### config.mk
export PLATFORM = sky130hd
export DESIGN_NAME = gsa_decide
export DESIGN_NICKNAME = d
export VERILOG_FILES = /design/src/rtl/gsa_pkg.sv /design/src/rtl/gsa_decide.sv
export SDC_FILE = /design/constraint.sdc
export NUM_CORES = 1
export LEC_CHECK = 0
export BUFFER_PORTS_ARGS = -buffer_cell sky130_fd_sc_hd__buf_2
export CORE_AREA = 10 10 148 150
export DETAILED_ROUTE_END_ITERATION = 6
export DIE_AREA = 0 0 158 160
export GPL_TIMING_DRIVEN = 0
export PLACE_DENSITY = 0.7
export SETUP_SLACK_MARGIN = 0.4
export SLEW_MARGIN = 20
export SYNTH_ARGS = -nofsm -noshare
export SYNTH_HDL_FRONTEND = slang
export SYNTH_SLANG_ARGS = --single-unit
### constraint.sdc
create_clock -name vclk -period 4.5
set_input_delay 0.225 -clock vclk [all_inputs]
set_output_delay 0.225 -clock vclk [all_outputs]
set_load 0.05 [all_outputs]
### src/rtl/gsa_pkg.sv
package gsa_pkg;

	// field widths
	localparam int SLOT_W   = 14;
	localparam int CNT_W    = SLOT_W + 1;
	localparam int GEN_W    = 32;
	localparam int HANDLE_W = 46;
	localparam int SLOTS    = 1 << SLOT_W;

	// free head value for an empty free list
	localparam logic [CNT_W-1:0] EMPTY_MARK = CNT_W'(SLOTS);

	typedef enum logic [1:0] {
		REQ_ALLOC  = 2'd0,
		REQ_FREE   = 2'd1,
		REQ_HANDLE = 2'd2,
		REQ_LOOKUP = 2'd3
	} req_t;

	typedef enum logic [2:0] {
		ST_OK    = 3'd0,
		ST_FULL  = 3'd1,
		ST_RANGE = 3'd2,
		ST_FREE  = 3'd3,
		ST_STALE = 3'd4
	} status_t;

	typedef enum logic {
		FSM_IDLE,
		FSM_EXEC
	} fsm_t;

	// one slot memory word
	typedef struct packed {
		logic [SLOT_W-1:0] next;
		logic              is_free;
		logic [GEN_W-1:0]  gen;
	} entry_t;

	// allocator registers
	typedef struct packed {
		logic [CNT_W-1:0] free_head;
		logic [CNT_W-1:0] high_water;
		logic [GEN_W-1:0] gen_counter;
		logic [CNT_W-1:0] live_count;
	} alloc_state_t;

	typedef struct packed {
		status_t             status;
		logic [SLOT_W-1:0]   slot;
		logic [HANDLE_W-1:0] handle;
		logic [CNT_W-1:0]    live;
	} result_t;

	// what one request does to memory, registers and output
	typedef struct packed {
		logic              wr_en;
		logic [SLOT_W-1:0] wr_addr;
		entry_t            wr_entry;
		alloc_state_t      next_state;
		result_t           result;
	} update_t;

endpackage

### src/rtl/gsa_decide.sv
module gsa_decide (
	input  gsa_pkg::req_t                      req,
	input  logic [gsa_pkg::SLOT_W-1:0]         slot_index,
	input  logic [gsa_pkg::HANDLE_W-1:0]       handle,
	input  gsa_pkg::entry_t                    entry,
	input  gsa_pkg::alloc_state_t              cur,
	output gsa_pkg::update_t                   upd
);

	logic                          from_list;
	logic                          below_top;
	logic [gsa_pkg::CNT_W-1:0]     live_inc;
	logic [gsa_pkg::SLOT_W-1:0]    alloc_slot;
	logic [gsa_pkg::GEN_W-1:0]     gen_inc;
	logic [gsa_pkg::SLOT_W-1:0]    look_slot;
	logic                          sidx_range;
	logic                          look_range;

	// shared terms
	assign from_list  = cur.live_count < cur.high_water;
	assign below_top  = cur.high_water < gsa_pkg::EMPTY_MARK;
	assign live_inc   = cur.live_count + gsa_pkg::CNT_W'(1);
	assign gen_inc    = cur.gen_counter + gsa_pkg::GEN_W'(1);
	assign alloc_slot = from_list ? cur.free_head[gsa_pkg::SLOT_W-1:0]
	                              : cur.high_water[gsa_pkg::SLOT_W-1:0];
	assign look_slot  = handle[gsa_pkg::HANDLE_W-1:gsa_pkg::GEN_W];
	assign sidx_range = {1'b0, slot_index} >= cur.high_water;
	assign look_range = {1'b0, look_slot} >= cur.high_water;

	// request decode
	always_comb begin
		upd               = '0;
		upd.wr_entry      = entry;
		upd.next_state    = cur;
		upd.result.status = gsa_pkg::ST_OK;
		unique case (req)
			gsa_pkg::REQ_ALLOC: begin
				if (from_list || below_top) begin
					upd.wr_en            = 1'b1;
					upd.wr_addr          = alloc_slot;
					upd.wr_entry.is_free = 1'b0;
					upd.wr_entry.gen     = gen_inc;
					upd.next_state.gen_counter = gen_inc;
					upd.next_state.live_count  = live_inc;
					if (from_list) begin
						upd.next_state.free_head = (live_inc < cur.high_water)
							? {1'b0, entry.next} : gsa_pkg::EMPTY_MARK;
					end else begin
						upd.next_state.high_water = cur.high_water + gsa_pkg::CNT_W'(1);
					end
					upd.result.slot   = alloc_slot;
					upd.result.handle = {alloc_slot, gen_inc};
				end else begin
					upd.result.status = gsa_pkg::ST_FULL;
				end
			end
			gsa_pkg::REQ_FREE: begin
				if (sidx_range) begin
					upd.result.status = gsa_pkg::ST_RANGE;
				end else if (entry.is_free) begin
					upd.result.status = gsa_pkg::ST_FREE;
				end else begin
					upd.wr_en            = 1'b1;
					upd.wr_addr          = slot_index;
					upd.wr_entry.next    = cur.free_head[gsa_pkg::SLOT_W-1:0];
					upd.wr_entry.is_free = 1'b1;
					upd.next_state.free_head  = {1'b0, slot_index};
					upd.next_state.live_count = cur.live_count - gsa_pkg::CNT_W'(1);
					upd.result.slot = slot_index;
				end
			end
			gsa_pkg::REQ_HANDLE: begin
				if (sidx_range) begin
					upd.result.status = gsa_pkg::ST_RANGE;
				end else begin
					upd.result.slot   = slot_index;
					upd.result.handle = {slot_index, entry.gen};
				end
			end
			gsa_pkg::REQ_LOOKUP: begin
				if (look_range) begin
					upd.result.status = gsa_pkg::ST_RANGE;
				end else if (entry.is_free) begin
					upd.result.status = gsa_pkg::ST_FREE;
				end else if (entry.gen != handle[gsa_pkg::GEN_W-1:0]) begin
					upd.result.status = gsa_pkg::ST_STALE;
				end else begin
					upd.result.slot   = look_slot;
					upd.result.handle = handle;
				end
			end
		endcase
		upd.result.live = upd.next_state.live_count;
	end

endmodule

==> flow_summary.ini <==
[status]
status = finished clean

[grt]
grt-ovfl-total = 0
grt_pass1_wl_um = 55400
grt_pass1_vias = 8707
grt_max_degree = 12
track_usage_pct = 28.2
antenna_found_initial = 6

[yosys]
yosysTopAreaCell = ha_1
yosysWarnings = 0
synthTopCellsByArea = ha_1 (13%), a221o_1 (12%), xor2_1 (8.6%)
synth_cells = 834
ys_seq_area_share_pct = 0
syn_area_per_cell_sq_um = 7.09
synth_top_area_share_pct = 12.9
synthesis.nets = 1081
syn_area_sq_um = 5920
post_synth_num_cell_types = 68

[place]
gp_congestion = 0.943
dp_hpwl_um = 32900
port_buffers = 399
post-place-ws_ns = 0.110

[power]
clkPwrFrac_pct = 0
p_int_uw = 417
power_switching_share_pct = 73.3
combinationalPowerShare_pct = 100.0
p_leak_nw = 4.28
seqPwrFrac_pct = 0
p_per_area_nw_per_um2 = 188
peakVddDrop_mv = 0.192
p_switching_mw = 1.14

[sta]
slew_violations = 0
setup-violations-final = 0
hold_viol_final = 0
setup_ws_ns = 0.522
finalSetupTns_ns = 0
maxSlewHeadroom_pct = 38.2
tightest_slew_ns = 0.923
period_needed_ns = 3.98
rsz0062_at_grt = yes
fin_crit_sh_pct = 88.4
fmax_mhz = 251

[critical_path]
crit_arrival_ns = 3.75
endpoint = upd[215]
required_ns = 4.28
worst_setup_path_start_kind = input pin
cp-startpoint = cur[61]
critical_path_peak_fanout = 11
endpoint_kind = primary output
criticalPathCategory = in -> out

[layout]
nFillCells = 2066
synthToLayoutAreaGrowth_pct = 40.5
ff_latch_area_sq_um = 0
multiInputGateArea_sq_um = 5510
final_common_cell = buf_2
finalNetCount = 1482
final_util_pct = 43.6
drive_above_1_share_pct = 40.4
final_cell_mix = buf_2 (415), a221o_1 (73), nor2_1 (63)
n_clock_buffer = 0
seq_cell_count = 0

[detailed_routing]
drcViolationCount = 0
vias = 8738
drt-pass1-iter-count = 5
initialDrtViolationCount = 687
avgRoutedWirePerCell_um = 26.1
routed_wl_um = 38400
antenna_left = 0
viasPerCell = 5.93

[job]
max-cap-violations = 0

[die]
die-area_sq_um = 25300
die_h_um = 160
die_w_um = 158
coreArea_sq_um = 19100
start_util_pct = 31.0
std_cell_rows = 51
ios = 403

[worst_hold_path]
hold_class = in -> out
-- final cells by class --
| class | instances | share of cell area [%] |
|---|---|---|
| Multi-Input combinational cell | 735 | 66.3 |
| Timing Repair Buffer | 399 | 24.0 |
| Buffer | 72 | 4.82 |
| Tap cell | 238 | 3.58 |
| Inverter | 27 | 1.22 |
| Antenna cell | 3 | 0.0903 |
-- power by group through the flow --
stage	logic [mW]	registers (mW)	clock network, mW
after floorplan	1.05	0	0
after global placement	1.53	0	0
after detailed placement	1.54	0	0
after CTS	1.55	0	0
after global routing	1.64	0	0.0000000893
final	1.56	0	0.0000000894
-- kinds of logic (layout without fill, tap and decap cells) --
family / Yosys count / after routing / synth area share (%)
muxes: 15 / 15 / 2.83
buffers and inverters: 99 / 498 / 7.93
adders and majority gates: 61 / 61 / 12.9
other: 0 / 3 / 0
and+or+nand+nor: 302 / 302 / 27.2
AOI/OAI and AO/OA: 243 / 243 / 32.2
xor gates and xnor gates: 114 / 114 / 16.9
-- worst min path at each step --
| stage | startpoint | end | slack (ns) | cells past startpoint |
|---|---|---|---|---|
| after floorplan | cur[14] | upd[14] | 0.68 | 2 |
| after global routing | cur[34] | upd[112] | 0.86 | 3 |
| final | cur[35] | upd[113] | 0.84 | 3 |
| after global placement | cur[35] | upd[113] | 0.84 | 3 |
| after detailed placement | cur[35] | upd[113] | 0.83 | 3 |
| after CTS | cur[35] | upd[113] | 0.84 | 3 |
-- per-layer routing --
layer	up-vias	global-route usage, %	wire length [um]
li1	3969	-	-
met1	4099	31.8	14100
met4	6	10.6	1530
met2	585	50.7	19200
met3	79	5.26	3570
met5	-	0	46
-- synth_stat cells, types with 4 or more instances --
cell type,count
ha_1,61
xor2_1,58
or2_2,5
nor3_1,20
a221o_1,73
xnor2_1,56
and2_1,16
clkbuf_1,30
nand4_1,33
nand2b_1,4
and4_1,6
mux2_2,14
a31oi_1,4
buf_4,17
nor4_2,4
nand2_1,62
a32oi_1,5
or2_1,12
o21ai_1,5
nor4_1,11
nor2_1,65
o211ai_1,7
buf_2,21
nor2b_1,5
a21oi_1,39
inv_1,24
and3_1,11
o21ai_0,25
a21o_1,49
nand3_1,33
-- critical path, cell delays in order --
cell,delay (ns)
buf_2,0.21
inv_2,0.14
clkbuf_2,0.25
ha_1,0.38
a21oi_1,0.20
o21ai_2,0.12
a2111oi_2,0.40
o31a_1,0.31
clkbuf_1,0.47
o21ai_0,0.28
a21oi_1,0.31
or2_1,0.17
buf_2,0.27
-- per-stage QoR --
stage / hold WS, ns / power (mW) / instances / instance area (sq um)
floorplan: 0.681 / 1.05 / 834 / 5920
global route: 0.860 / 1.64 / 1474 / 8310
global placement: 0.836 / 1.53 / 1471 / 8220
finish: 0.839 / 1.56 / 1474 / 8310
detailed placement: 0.834 / 1.54 / 1471 / 8220
CTS: 0.840 / 1.55 / 1471 / 8250
-- timing repair --
item | in CTS | in global routing
pin swaps | 0 | 1
gates resized for setup | 10 | 29
setup endpoints to repair | 62 | 111
hold buffers | 0 | 0
buffers inserted | 0 | 0
No activity file was read; power rests on OpenSTA's default activity.
